<file path="config.mk">
export PLATFORM = sky130hd
export DESIGN_NAME = bundle_template_matcher_top
export DESIGN_NICKNAME = d
export VERILOG_FILES = /design/src/btm_pkg.sv /design/src/btm_datapath.sv /design/src/btm_ctrl.sv /design/src/bundle_template_matcher_top.sv
export SDC_FILE = /design/constraint.sdc
export NUM_CORES = 1
export LEC_CHECK = 0
export BUFFER_PORTS_ARGS = -buffer_cell sky130_fd_sc_hd__buf_2
export CORE_UTILIZATION = 55
export CTS_CLUSTER_DIAMETER = 120
export CTS_CLUSTER_SIZE = 16
export DETAILED_ROUTE_END_ITERATION = 8
export MAX_ROUTING_LAYER = met4
export PLACE_DENSITY = 0.74
export SLEW_MARGIN = 30
export SYNTH_ARGS = -nofsm -noshare
export SYNTH_HDL_FRONTEND = slang
export SYNTH_SLANG_ARGS = --single-unit
export TNS_END_PERCENT = 20
</file>
<file path="constraint.sdc">
create_clock -name clk -period 3.2 [get_ports clk]
set_clock_uncertainty 0.15 [all_clocks]
set_input_delay 0.8 -clock clk [delete_from_list [all_inputs] [get_ports clk]]
set_output_delay 0.8 -clock clk [all_outputs]
set_load 0.005 [all_outputs]
</file>
<file path="src/btm_pkg.sv">
// Package for the bundle template matcher: sizes, opcodes, FSM states
// and the command/status structs between controller and datapath. No dependencies.
`timescale 1ns / 1ps

package btm_pkg;

	localparam int SLOTS     = 3;
	localparam int TEMPLATES = 32;
	localparam int PROP_BITS = 8;

	localparam int SLOT_W   = 2;
	localparam int TIDX_IN_W = 5;
	localparam int TIDX_W   = (TEMPLATES > 1) ? $clog2(TEMPLATES) : 1;
	localparam int ENTRY_W  = PROP_BITS + 1;
	localparam int MASK_W   = SLOTS * PROP_BITS;

	localparam int OP_W       = 3;
	localparam int IN_DATA_W  = 16;
	localparam int OUT_PAY_W  = 9 + MASK_W;
	localparam int OUT_DATA_W = ((OUT_PAY_W + 7) / 8) * 8;

	typedef enum logic [OP_W-1:0] {
		OP_CLEAR    = 3'd0,
		OP_LOAD     = 3'd1,
		OP_RESERVE  = 3'd2,
		OP_SET_STOP = 3'd3,
		OP_CLR_STOP = 3'd4,
		OP_TRY_SLOT = 3'd5,
		OP_TRY_STOP = 3'd6,
		OP_STATUS   = 3'd7
	} opcode_t;

	typedef enum logic [1:0] {
		ST_IDLE,
		ST_EXEC,
		ST_SCAN,
		ST_FINISH
	} state_t;

	typedef struct packed {
		logic capture;
		logic exec;
		logic scan;
		logic out_load;
	} btm_cmd_t;

	typedef struct packed {
		opcode_t op;
		logic    slot_bad;
		logic    scan_done;
	} btm_stat_t;

endpackage

</file>
<file path="src/btm_datapath.sv">
// Datapath: command register, bundle state, per-slot template memories,
// template compare and the result register. Depends on btm_pkg.
`timescale 1ns / 1ps

module btm_datapath import btm_pkg::*; (
	input  logic                 clk,
	input  logic                 arst_n,
	input  opcode_t              in_op,
	input  logic [SLOT_W-1:0]    in_slot,
	input  logic [PROP_BITS-1:0] in_prop,
	input  logic [TIDX_IN_W-1:0] in_tidx,
	input  logic                 in_stop,
	input  btm_cmd_t             cmd,
	output btm_stat_t            stat,
	output logic                 answer,
	output logic                 slot_error,
	output logic [TIDX_IN_W-1:0] template_code,
	output logic                 bundle_full,
	output logic                 bundle_empty,
	output logic [MASK_W-1:0]    packed_mask
);

	opcode_t              op_q;
	logic [SLOT_W-1:0]    slot_q;
	logic [PROP_BITS-1:0] prop_q;
	logic [TIDX_IN_W-1:0] tidx_q;
	logic                 stop_q;

	logic [SLOTS-1:0]     used_q;
	logic [SLOTS-1:0]     sstop_q;
	logic [PROP_BITS-1:0] uprop_q [SLOTS];
	logic [TIDX_W-1:0]    chosen_q;
	logic [MASK_W-1:0]    pack_q;
	logic                 answer_q;
	logic                 err_q;

	logic [TIDX_W-1:0]    addr_q;
	logic [TIDX_W-1:0]    addr_s1;
	logic                 rd_vld_s1;
	logic [ENTRY_W-1:0]   rd_s1 [SLOTS];

	logic                 bad;
	logic                 load_ok;
	logic                 overlap;
	logic                 match;
	logic                 last;
	logic [MASK_W-1:0]    pack_add;

	function automatic logic fits(input logic [PROP_BITS-1:0] p,
		input logic [PROP_BITS-1:0] need);
		return (p == '0) || ((p & need) == need);
	endfunction

	assign bad = (op_q != OP_CLEAR) && (op_q != OP_STATUS) && (int'(slot_q) >= SLOTS);
	assign load_ok = int'(tidx_q) < TEMPLATES;
	assign last = addr_s1 == TIDX_W'(TEMPLATES - 1);

	always_comb begin
		overlap  = 1'b0;
		pack_add = '0;
		for (int j = 0; j < SLOTS; j++) begin
			if ((uprop_q[j] & prop_q) != '0)
				overlap = 1'b1;
			if (SLOT_W'(j) == slot_q)
				pack_add[(SLOTS - 1 - j) * PROP_BITS +: PROP_BITS] = prop_q;
		end
	end

	// Compare the template entry just read against the bundle.
	always_comb begin
		logic [PROP_BITS-1:0] tp;
		logic                 ts;
		logic [PROP_BITS-1:0] p;
		logic                 sel;
		logic                 sb;
		match = 1'b1;
		for (int j = 0; j < SLOTS; j++) begin
			tp  = rd_s1[j][PROP_BITS-1:0];
			ts  = rd_s1[j][PROP_BITS];
			sel = SLOT_W'(j) == slot_q;
			p   = sel ? prop_q : uprop_q[j];
			sb  = sel ? 1'b1 : sstop_q[j];
			if (op_q == OP_TRY_SLOT) begin
				if (sel || used_q[j] || sstop_q[j]) begin
					if (!fits(p, tp) || (sstop_q[j] != ts))
						match = 1'b0;
				end
			end else begin
				if (ts != sb)
					match = 1'b0;
				else if (used_q[j] && !fits(uprop_q[j], tp))
					match = 1'b0;
			end
		end
	end

	assign stat.op        = op_q;
	assign stat.slot_bad  = bad;
	assign stat.scan_done = rd_vld_s1 && (match || last);

	always_ff @(posedge clk) begin
		if (cmd.capture) begin
			op_q   <= in_op;
			slot_q <= in_slot;
			prop_q <= in_prop;
			tidx_q <= in_tidx;
			stop_q <= in_stop;
		end
	end

	// One memory per slot, indexed by template number.
	for (genvar j = 0; j < SLOTS; j++) begin : g_mem
		logic [ENTRY_W-1:0] mem [TEMPLATES];
		logic               wr;

		assign wr = cmd.exec && !bad && (op_q == OP_LOAD) && load_ok &&
			(SLOT_W'(j) == slot_q);

		always_ff @(posedge clk) begin
			if (wr)
				mem[tidx_q[TIDX_W-1:0]] <= {stop_q, prop_q};
			if (cmd.scan)
				rd_s1[j] <= mem[addr_q];
		end
	end

	always_ff @(posedge clk or negedge arst_n) begin
		if (!arst_n) begin
			used_q    <= '0;
			sstop_q   <= '0;
			chosen_q  <= '0;
			pack_q    <= '0;
			rd_vld_s1 <= 1'b0;
			for (int j = 0; j < SLOTS; j++)
				uprop_q[j] <= '0;
		end else begin
			rd_vld_s1 <= cmd.scan;
			if (cmd.exec && !bad) begin
				case (op_q)
					OP_CLEAR: begin
						used_q   <= '0;
						sstop_q  <= '0;
						chosen_q <= '0;
						pack_q   <= '0;
						for (int j = 0; j < SLOTS; j++)
							uprop_q[j] <= '0;
					end
					OP_RESERVE: begin
						for (int j = 0; j < SLOTS; j++) begin
							if (SLOT_W'(j) == slot_q) begin
								used_q[j]  <= 1'b1;
								uprop_q[j] <= prop_q;
							end
						end
						pack_q <= pack_q | pack_add;
					end
					OP_SET_STOP: begin
						for (int j = 0; j < SLOTS; j++)
							if (SLOT_W'(j) == slot_q)
								sstop_q[j] <= 1'b1;
					end
					OP_CLR_STOP: begin
						for (int j = 0; j < SLOTS; j++)
							if (SLOT_W'(j) == slot_q)
								sstop_q[j] <= 1'b0;
					end
					default: begin
					end
				endcase
			end
			if (cmd.scan && rd_vld_s1 && match)
				chosen_q <= addr_s1;
		end
	end

	always_ff @(posedge clk) begin
		if (cmd.exec) begin
			addr_q   <= '0;
			err_q    <= bad;
			answer_q <= !bad && (op_q == OP_STATUS) && overlap;
		end
		if (cmd.scan) begin
			addr_q  <= addr_q + 1'b1;
			addr_s1 <= addr_q;
			if (rd_vld_s1 && match)
				answer_q <= 1'b1;
		end
	end

	always_ff @(posedge clk) begin
		if (cmd.out_load) begin
			answer        <= answer_q;
			slot_error    <= err_q;
			template_code <= TIDX_IN_W'(chosen_q);
			bundle_full   <= &used_q;
			bundle_empty  <= ~|used_q;
			packed_mask   <= pack_q;
		end
	end

endmodule

</file>
<file path="src/btm_ctrl.sv">
// Controller: sequences capture, execute, template scan and result load,
// and owns the handshake flags. Depends on btm_pkg.
`timescale 1ns / 1ps

module btm_ctrl import btm_pkg::*; (
	input  logic      clk,
	input  logic      arst_n,
	input  logic      in_valid,
	output logic      in_ready,
	output logic      out_valid,
	input  logic      out_ready,
	input  btm_stat_t stat,
	output btm_cmd_t  cmd
);

	state_t state_q;
	state_t state_nx;
	logic   out_valid_q;
	logic   is_try;
	logic   out_free;

	assign is_try   = (stat.op == OP_TRY_SLOT) || (stat.op == OP_TRY_STOP);
	assign out_free = !out_valid_q || out_ready;

	always_comb begin
		state_nx = state_q;
		case (state_q)
			ST_IDLE: begin
				if (in_valid)
					state_nx = ST_EXEC;
			end
			ST_EXEC: begin
				state_nx = (is_try && !stat.slot_bad) ? ST_SCAN : ST_FINISH;
			end
			ST_SCAN: begin
				if (stat.scan_done)
					state_nx = ST_FINISH;
			end
			ST_FINISH: begin
				if (out_free)
					state_nx = ST_IDLE;
			end
			default: state_nx = ST_IDLE;
		endcase
	end

	always_comb begin
		cmd      = '0;
		in_ready = 1'b0;
		case (state_q)
			ST_IDLE: begin
				in_ready    = 1'b1;
				cmd.capture = in_valid;
			end
			ST_EXEC:   cmd.exec = 1'b1;
			ST_SCAN:   cmd.scan = 1'b1;
			ST_FINISH: cmd.out_load = out_free;
			default: begin
			end
		endcase
	end

	assign out_valid = out_valid_q;

	always_ff @(posedge clk or negedge arst_n) begin
		if (!arst_n) begin
			state_q     <= ST_IDLE;
			out_valid_q <= 1'b0;
		end else begin
			state_q <= state_nx;
			if (cmd.out_load)
				out_valid_q <= 1'b1;
			else if (out_ready)
				out_valid_q <= 1'b0;
		end
	end

endmodule

</file>
<file path="src/bundle_template_matcher_top.sv">
// Top level of the bundle template matcher: stream ports, controller and
// datapath. Depends on btm_pkg, btm_ctrl and btm_datapath.
`timescale 1ns / 1ps
//
// Commands arrive on the s_ stream, one item per command; each command gives
// exactly one result item on the m_ stream, in order.
// The block works on one command at a time. s_tready is high only while idle.
// A command other than a try, and a try whose slot is out of range, passes from
// the execute state to the finish state, which loads its result into the output
// register behind m_tvalid; the block then returns to idle.
// A try with its slot in range reads the template memories one template per cycle,
// from template 0 upward, and stops at the first fit or after the last template.
// The block takes no new command until the scan and its finish state are done.
// That one-read-per-cycle scan of the template memories sets the rate.
// The result sits in an output register; the next command is accepted while it
// waits. If the receiver still holds off the old result when a new one is done,
// the block waits in its finish state until m_tready frees the register.
// Reset clears the bundle, the chosen template and the handshake state.
// Template memories are not cleared; a template must be loaded before a try
// reads it.
//
module bundle_template_matcher_top import btm_pkg::*; (
	input  logic                  clk,
	input  logic                  arst_n,
	input  logic                  s_tvalid,
	output logic                  s_tready,
	// slot, property_req, template_index, stop_flag
	input  logic [IN_DATA_W-1:0]  s_tdata,
	// opcode
	input  logic [OP_W-1:0]       s_tuser,
	output logic                  m_tvalid,
	input  logic                  m_tready,
	// answer, slot_error, template_code, bundle_full, bundle_empty, packed_mask, zero pad
	output logic [OUT_DATA_W-1:0] m_tdata
);

	btm_cmd_t             cmd;
	btm_stat_t            stat;
	logic                 answer;
	logic                 slot_error;
	logic [TIDX_IN_W-1:0] template_code;
	logic                 bundle_full;
	logic                 bundle_empty;
	logic [MASK_W-1:0]    packed_mask;

	btm_ctrl u_ctrl (
		.clk       (clk),
		.arst_n    (arst_n),
		.in_valid  (s_tvalid),
		.in_ready  (s_tready),
		.out_valid (m_tvalid),
		.out_ready (m_tready),
		.stat      (stat),
		.cmd       (cmd)
	);

	btm_datapath u_dp (
		.clk           (clk),
		.arst_n        (arst_n),
		.in_op         (opcode_t'(s_tuser)),
		.in_slot       (s_tdata[SLOT_W-1:0]),
		.in_prop       (s_tdata[SLOT_W +: PROP_BITS]),
		.in_tidx       (s_tdata[SLOT_W + PROP_BITS +: TIDX_IN_W]),
		.in_stop       (s_tdata[SLOT_W + PROP_BITS + TIDX_IN_W]),
		.cmd           (cmd),
		.stat          (stat),
		.answer        (answer),
		.slot_error    (slot_error),
		.template_code (template_code),
		.bundle_full   (bundle_full),
		.bundle_empty  (bundle_empty),
		.packed_mask   (packed_mask)
	);

	assign m_tdata = {{(OUT_DATA_W - OUT_PAY_W){1'b0}}, packed_mask, bundle_empty,
		bundle_full, template_code, slot_error, answer};

endmodule

</file>
---- Yosys cells after proc, flatten, opt, wreduce, memory -nomap -nowiden ----
Memory sizes are Yosys's and may differ from the RTL's. A register that Yosys moved wholly into a read port is not among the register bits.
Index checks and enable logic that the tools add are counted.
word-level totals
  bits in registers ....................... 127
  latch bits .............................. 0
  memory bits (writable) .................. 891
  ROM bits ................................ 0
  input bits .............................. 23
  output and inout port bits .............. 42
  word-level logic and storage cells ...... 222
  memories ................................ 4
cells by class
  $add $sub $neg .......................... 1
  $mul .................................... 0
  div/mod/pow operators ................... 0
  magnitude comparators ................... 1
  eq/ne operators ......................... 35
  shift-type cells ........................ 0
  muxes and demuxes ....................... 68
  bitwise operators ....................... 10
  reductions and logical operators ........ 74
memories
  memory             depth  width  rd ports  clocked after Yosys merged registers in  wr ports  line                 text
  u_dp.g_mem[0].mem  32     9      1         1                                        1         btm_datapath.sv:113  logic [ENTRY_W-1:0] mem [TEMPLATES];
  u_dp.g_mem[1].mem  32     9      1         1                                        1         btm_datapath.sv:113
  u_dp.g_mem[2].mem  32     9      1         1                                        1         btm_datapath.sv:113
  u_dp.rd_s1         3      9      3         0                                        3         btm_datapath.sv:40   logic [ENTRY_W-1:0] rd_s1 [SLOTS];
operator list
  kind                                                              number
  24-bit case mux with 2 select lines                               2
  8-bit bitwise AND                                                 9
  8-bit == test                                                     6
  8-bit zero test                                                   6
  8-bit 2-to-1 mux                                                  6
  1-bit 2-to-1 mux                                                  46
  5-bit 2-to-1 mux                                                  8
  24-bit OR                                                         1
  3-bit AND reduction                                               8
  8-bit nonzero test                                                3
  1-bit logical OR                                                  18
  1-bit logical AND                                                 17
  2-bit by 1-bit != test with 1-bit output (second input constant)  7
  3-bit == test (second input constant)                             4
  2-bit nonzero test                                                5
  1-bit zero test                                                   9
  3-bit case mux with 3 select lines                                1
  2-bit case mux with 4 select lines                                1
  3-bit by 2-bit == test with 1-bit output (second input constant)  2
  2-bit 2-to-1 mux                                                  3
  1-bit != test                                                     6
  3-bit case mux with 2 select lines                                1
  3-bit nonzero test                                                2
  5-bit by 1-bit adder with 5-bit output (second input constant)    1
  other kinds (13)                                                  17

---- Longest topological paths before layout ----
Gate-level depths: netlist of run 1.
  word-level depth ........................ 20
  depth in mapped cells ................... 11

---- Hierarchy ----
From an unflattened synthesis of run 1, not the netlist that was laid out.
unflattened totals
  cells, all modules ...................... 1,902
  area total of the unflattened synthesis .. 39,933.3 µm²
modules (own cells, without submodules)
  module                       instances  cells an instance  area an instance (µm²)  seq. area each (µm²)
  btm_datapath                 1          1,864              39,575.5                30,269.0
  btm_ctrl                     1          26                 271.5                   75.1
  bundle_template_matcher_top  1          12                 86.3                    0.0

---- Least setup slack after synthesis of run 1 ----
OpenSTA, ideal clock, no wires.
  path kind ............................... reg-to-reg
  from .................................... register u_dp.prop_q[2]
  to ...................................... register u_dp.chosen_q[0]
  library setup time ...................... 125 ps
  data arrival time ....................... 3,158 ps
  setup slack ............................. -233 ps
  stages on the path, launching flop included .. 9
  path buffers ............................ 1
  period minus slack after synthesis ...... 3,433 ps
  cell sequence ........................... edfxtp_1 > buf_2 > mux2i_1 > a222oi_1 > nand4_1 > a22oi_2 > a21o_1 > nand3_4 > mux2_4
on the way
  word-level cells in the longest chain between the ends .. 18
  elaborated cells on any way between the ends .. 39
RTL lines
  what                                        line                                    text
  start: declaration                          btm_datapath.sv:25                      logic [PROP_BITS-1:0] prop_q;
  start signal: assignment                    btm_datapath.sv:105                     prop_q <= in_prop;
  8-bit 2-to-1 mux                            btm_datapath.sv:81                      p = sel ? prop_q : uprop_q[j];
  8-bit bitwise AND                           btm_datapath.sv:51                      return (p == '0) || ((p & need) == need);
  8-bit == test                               btm_datapath.sv:51
  1-bit logical OR                            btm_datapath.sv:51
  1-bit zero test                             btm_datapath.sv:85                      if (!fits(p, tp) || (sstop_q[j] != ts))
  1-bit logical OR                            btm_datapath.sv:85
  1-bit 2-to-1 mux                            btm_datapath.sv:85
  1-bit 2-to-1 mux                            btm_datapath.sv:84                      if (sel || used_q[j] || sstop_q[j]) begin
  [2 not listed]                              -
  1-bit 2-to-1 mux, on equally long branches  btm_datapath.sv:89, btm_datapath.sv:84
  1-bit 2-to-1 mux                            btm_datapath.sv:83                      if (op_q == OP_TRY_SLOT) begin
  1-bit 2-to-1 mux, on equally long branches  btm_datapath.sv:91, btm_datapath.sv:85
  1-bit 2-to-1 mux, on equally long branches  btm_datapath.sv:89, btm_datapath.sv:84
  1-bit 2-to-1 mux (*)                        btm_datapath.sv:83
  1-bit logical AND (*)                       btm_datapath.sv:171                     if (cmd.scan && rd_vld_s1 && match)
  2-bit nonzero test (no source line)         -
  2-bit AND reduction (no source line)        -
  end signal: assignment                      btm_datapath.sv:172                     chosen_q <= addr_s1;
  end: declaration                            btm_datapath.sv:32                      logic [TIDX_W-1:0] chosen_q;
Mark *: on every way between the ends. The rest lies on a longest branch, timed or not.
A chain may end at the register's enable or synchronous reset.

==> reports/metrics.cfg, run 1 <==
[floorplan]
dieArea_um2 = 73500
die_y_um = 271
io_pins = 65
die_x_um = 271
core_area_um2 = 71600
initial_core_util = 0.557
rows = 98

[global_routing]
grtUsageTotal = 0.259
antenna_found_initial = 1
met2_usage = 0.404
grt_pass1_wl_mm = 133
grt.busiest_layer = met2
globalRouteOverflowTotal = 0
gr-usage-met1 = 0.351
grt_start_max_net_pins = 98
grt_pass1_vias = 19900
grtUsageMet3 = 0.0464

[clock_tree]
htree_levels = 3
cts_setup_buffers = 0
clkTransAtPathRegs_ns = 0.07
max-clock-path-buffers = 3
ctsHoldBuffers = 0
cts_tree = done
cts.sinks = 1023
worstSkewPairLatency_ns = 0.65
cts_inserted_buffers = 73
cts_resized = 0
root_buffer = clkbuf_16

[synth]
synth_area_leaders = edfxtp_1, mux4_2, dfrtp_1, nor2_1, mux2_2
synth-async-reset-ratio = 0.0616
avgSynthCellArea_um2 = 21.1
ys_warn_count = 0
synth_commonest_cells = edfxtp_1, mux4_2, nor2_1, clkbuf_1, dfrtp_1
synth_cell_types = 58
synthFlopType = edfxtp_1
synth_top_area_share = 0.719
ys_ff_latch = 1023
synth-edff-count = 954
syn_inst = 1885
yosysMostFrequentCell = edfxtp_1
yosys.area.top_type = edfxtp_1
netlist_area_um2 = 39900
ys_seq_area_frac = 0.761

[sta]
worst_slew_pin_slew_ns = 0.848
fin_crit_ns = 2.93
hold_violations = 0
finalCritPeriodShare = 0.915
slew_headroom = 0.435
rsz0062_at_grt = false
whs_ns = 0.0372
max_freq_mhz = 342
setup_viol = 0
setup_tns_ns = 0
final_max_slew_viol_count = 0

[critical_path]
critical_path_class = flip-flop to flip-flop
required_ns = 3.42
end_kind = flip-flop
r2r_setup_slack_ns = 0.27
crit_path_max_fanout = 21
start_kind = flip-flop
crit_arrival_ns = 3.14

[place]
dp_cells = 2958
gp_congestion = 0.904
hpwl_mm = 56.3
io_buffers = 57

[routing]
antenna_left = 0
drt_iter0_drc = 2380
viasPerCell = 6.41
wirelength_mm = 89.9
drc = 0
vias = 19600
first_pass_iters = 5
routedWlPerCell_um = 29.4

[flow_run]
maxCapViolCount = 0

[power]
p_per_area_nw_per_um2 = 767
power.leakage_nw = 14.3
p_total_mw = 34.0
vdd_drop_max_uv = 583

[final_layout]
final_cell_count_no_fill = 3057
fin_nets = 2111
area_delta_synth_final_pct = 11.3
fin_util = 0.619
fillCellCount = 4806
drive_above_1_share = 0.297

[worst_hold_path]
hold_path_class = primary input to async pin

[outcome]
status = finished clean

routing by layer:
layer  routed length [µm]  up-vias
li1                     -     8074
met1                35800    10400
met2                44100      988
met3                 7200      166
met4                 2730        0
met5                    0        -
worst max-delay path, stage by stage (launching register included):
cell and delay [ns]:
dfxtp_4 0.50, buf_12 0.25, buf_4 0.31, mux4_2 0.54
mux4_2 0.50, mux2_2 0.36
logic make-up after synthesis:
family	count (synthesis)	share of synthesized area
flops	1023	0.761
mux	328	0.169
simple gates	283	0.0320
buf+inv	128	0.0144
compound gates	109	0.0200
xor+xnor	8	0.00176
fa+ha+maj	5	0.00157
other cells	1	0.0000941
state kept, by name, summed over array words and instances (netlist names), 2 cells and up, named ones only:
register and flops:
u_ctrl.state_q 2, u_dp.used_q 3, u_dp.template_code 5, u_dp.uprop_q 24, u_dp.slot_q 2, u_dp.pack_q 24
u_dp.prop_q 8, u_dp.addr_s1 5, u_dp.op_q 3, u_dp.g_mem.mem 864, u_dp.tidx_q 5, u_dp.sstop_q 3
u_dp.packed_mask 24, u_dp.addr_q 5, u_dp.chosen_q 5, u_dp.rd_s1 27
worst paths after layout:
check	end	start	cells after the start
max reg2reg	u_dp.rd_s1[0][6]	flip-flop	5
min in group clk	u_dp.op_q[0]	s_tuser[0]	1
max in group asynchronous	u_dp.uprop_q[4]	arst_n	2
min	u_dp.uprop_q[14]	arst_n	1
min reg2reg	u_dp.slot_error	u_dp.err_q	0
max	u_dp.rd_s1[0][6]	flip-flop	5
report_power, final:
group | internal (mW) | total, mW | leakage (nW) | switching [mW]
clock network | 4.18 | 8.45 | 0.959 | 4.27
logic | 4.17 | 8.51 | 3.83 | 4.34
registers | 16.1 | 17.1 | 9.50 | 0.978
total | 24.4 | 34.0 | 14.3 | 9.59
stage by stage:
step,cell area [µm²],worst slack [ns]
2_1_floorplan,39900,-0.212
3_3_place_gp,42400,0.246
3_5_place_dp,42400,0.258
4_1_cts,44400,0.240
5_1_grt,44400,0.176
6_report,44400,0.272
final cells by class:
| cell class | instances | area, µm² | share of cell area |
|---|---|---|---|
| multi-input combinational | 740 | 8970 | 0.202 |
| tap | 950 | 1190 | 0.0268 |
| sequential | 1023 | 30400 | 0.684 |
| clock inverter | 6 | 82.6 | 0.00186 |
| clock buffer | 92 | 1900 | 0.0428 |
| antenna | 1 | 2.50 | 0.0000564 |
| timing repair buffer | 227 | 1790 | 0.0404 |
| inverter | 18 | 67.6 | 0.00152 |
cell usage in the layout (no fill, tap or decap), types with 5 or more instances in the layout:
cell,n
a21o_1,7
a21oi_1,25
a22o_1,27
a22oi_1,5
and2_1,7
buf_12,18
buf_2,57
buf_4,151
clkbuf_1,19
clkbuf_16,73
conb_1,7
dfrtp_1,63
edfxtp_1,954
inv_1,18
mux2_2,34
mux2_4,5
mux2i_1,18
mux4_2,270
nand2_1,60
nand2b_1,13
nand3_1,7
nand4_1,7
nor2_1,143
nor2b_1,15
nor3_1,6
nor3b_1,6
nor4_1,7
o21ai_0,8
o22ai_1,5
xor2_1,6
No activity file was read; power rests on OpenSTA's default activity.
==> run 2, diff against run 1 <==
- REMOVE_ABC_BUFFERS: default -> 1
- clock period: 3.2 -> 2.4 ns (I/O delays scaled with it)
==> run 2 against run 1 <==
The run now ends with negative setup slack left. Clock power increased by 36%. Global-route usage increased by 1.9 points. Core utilization increased by 4.9 points. Wire length increased by 16%. Count of clock-buffer cells in the layout increased by 13. Fmax increased by 10%. Hold slack got worse by 0.010 ns. Register-to-register slack got worse by 0.53 ns. Largest cell class unchanged. Largest power group unchanged.
==> reports/metrics.cfg, run 2 (synthesis gave the netlist of run 1 again) <==
[floorplan]
dieArea_um2 = 73500
rows = 98
initial_core_util = 0.557
core_area_um2 = 71600
die_x_um = 271
die_y_um = 271
io_pins = 65

[routing]
antenna_left = 0
vias = 21400
drt_iter0_drc = 2818
wirelength_mm = 104
first_pass_iters = 6
viasPerCell = 6.57
drc = 0
routedWlPerCell_um = 31.9

[clock_tree]
cts_tree = done
worstSkewPairLatency_ns = 0.64
clkTransAtPathRegs_ns = 0.07
root_buffer = clkbuf_16
cts.sinks = 1023
htree_levels = 3
cts_inserted_buffers = 73
max-clock-path-buffers = 3

[power]
power.leakage_nw = 15.8
p_total_mw = 48.2
vdd_drop_max_uv = 815
p_per_area_nw_per_um2 = 1010

[sta]
final_max_slew_viol_count = 0
setup_viol = 889
hold_violations = 0
rsz0062_at_grt = true
whs_ns = 0.0273
setup_slack_ns = -0.260
fin_crit_ns = 2.66
setup_tns_ns = -69.52
slew_headroom = 0.449
finalCritPeriodShare = 1.11
worst_slew_pin_slew_ns = 0.827
max_freq_mhz = 376

[global_routing]
grt_pass1_vias = 20800
grt_start_max_net_pins = 97
globalRouteOverflowTotal = 0
grt_pass1_wl_mm = 142
grtUsageTotal = 0.278
antenna_found_initial = 0

[place]
gp_congestion = 0.885
dp_cells = 3049
io_buffers = 57
hpwl_mm = 59.8

[critical_path]
crit_arrival_ns = 2.89
end_kind = flip-flop
start_kind = flip-flop
required_ns = 2.63
critical_path_class = flip-flop to flip-flop
crit_path_max_fanout = 11

[outcome]
violations = negative setup slack
status = finished with violations

[final_layout]
mostFrequentLayoutCells = edfxtp_1, mux4_2, buf_4
fin_util = 0.669
ff_latch_area_um2 = 30400
multi_input_area_um2 = 9760
fin_nets = 2305
largest_register_ffs = 864
area_delta_synth_final_pct = 20.2
final_cell_count_no_fill = 3260
drive_above_1_share = 0.401
mostFrequentLayoutCell = edfxtp_1
fillCellCount = 4322

[worst_hold_path]
hold_path_class = primary input to flip-flop

[flow_run]
maxCapViolCount = 0

## run 2: cell count changes in the layout (fill, tap and decap cells not counted), moves of 26 or more
cell,previous run,this run
nor2_1,143,47
buf_12,18,44
buf_6,1,131
nor2_2,1,34
nor2_4,0,63
## run 2: area by class of cell
| cell class | instances | share of cell area |
|---|---|---|
| Antenna cell | 1 | 0.0000522 |
| Clock buffer | 105 | 0.0420 |
| Clock inverter | 2 | 0.000522 |
| Inverter | 18 | 0.00141 |
| Multi-Input combinational cell | 740 | 0.204 |
| Sequential cell | 1023 | 0.634 |
| Tap cell | 950 | 0.0248 |
| Timing Repair Buffer | 421 | 0.0935 |
## run 2: routing by layer
metal  global-route usage  vias to the layer above  share of wire
li1                     -                     8493              -
met2                0.443                     1393           0.50
met3               0.0418                      244          0.091
met1                0.367                    11300           0.37
met4                0.103                        0          0.041
met5                    -                        -              0
## run 2: final timing paths
check                      slack (ns)     startpoint                 to  cells after the start
min reg2reg                      0.30  u_dp.answer_q        u_dp.answer                      0
max in group asynchronous        1.23         arst_n    u_dp.uprop_q[5]                      3
min in group asynchronous        0.26         arst_n     u_dp.pack_q[4]                      2
max reg2reg                     -0.26      flip-flop  u_dp.rd_s1[0][25]                      7
min                              0.03    s_tdata[12]     u_dp.tidx_q[2]                      1
max                             -0.26      flip-flop  u_dp.rd_s1[0][25]                      7
## run 2: through the flow
| stage | instance area, µm² | setup WS, ns |
|---|---|---|
| 6_report | 47900 | -0.260 |
| 5_1_grt | 47900 | -0.302 |
| 4_1_cts | 47100 | -0.210 |
| 3_5_place_dp | 43300 | -0.420 |
| 3_3_place_gp | 43300 | -0.398 |
| 2_1_floorplan | 39400 | -8.22 |
## run 2: critical path, cell delays in order, from the launching register on
cell and delay [ns]:
dfxtp_4 0.39, buf_12 0.12, buf_12 0.16, buf_12 0.17, buf_4 0.13, mux4_2 0.54, mux4_2 0.47, mux2_2 0.27
## run 2: power by group
group          internal [mW]  leakage [nW]  switching, mW
Sequential              21.5          9.50           1.13
Combinational           7.22          5.27           6.90
Clock                   5.80         0.982           5.73
Total                   34.5          15.8           13.8
## run 2: what timing repair did
| action | 4_1_cts | 5_1_grt |
|---|---|---|
| setup endpoints to repair | 900 | 900 |
| hold buffers | 13 | 0 |
| pin swaps | 37 | 27 |
| resized for setup | 268 | 194 |
| cloned | 35 | 23 |
| endpoints found under the hold margin | 25 | 0 |
| setup buffers | 26 | 11 |
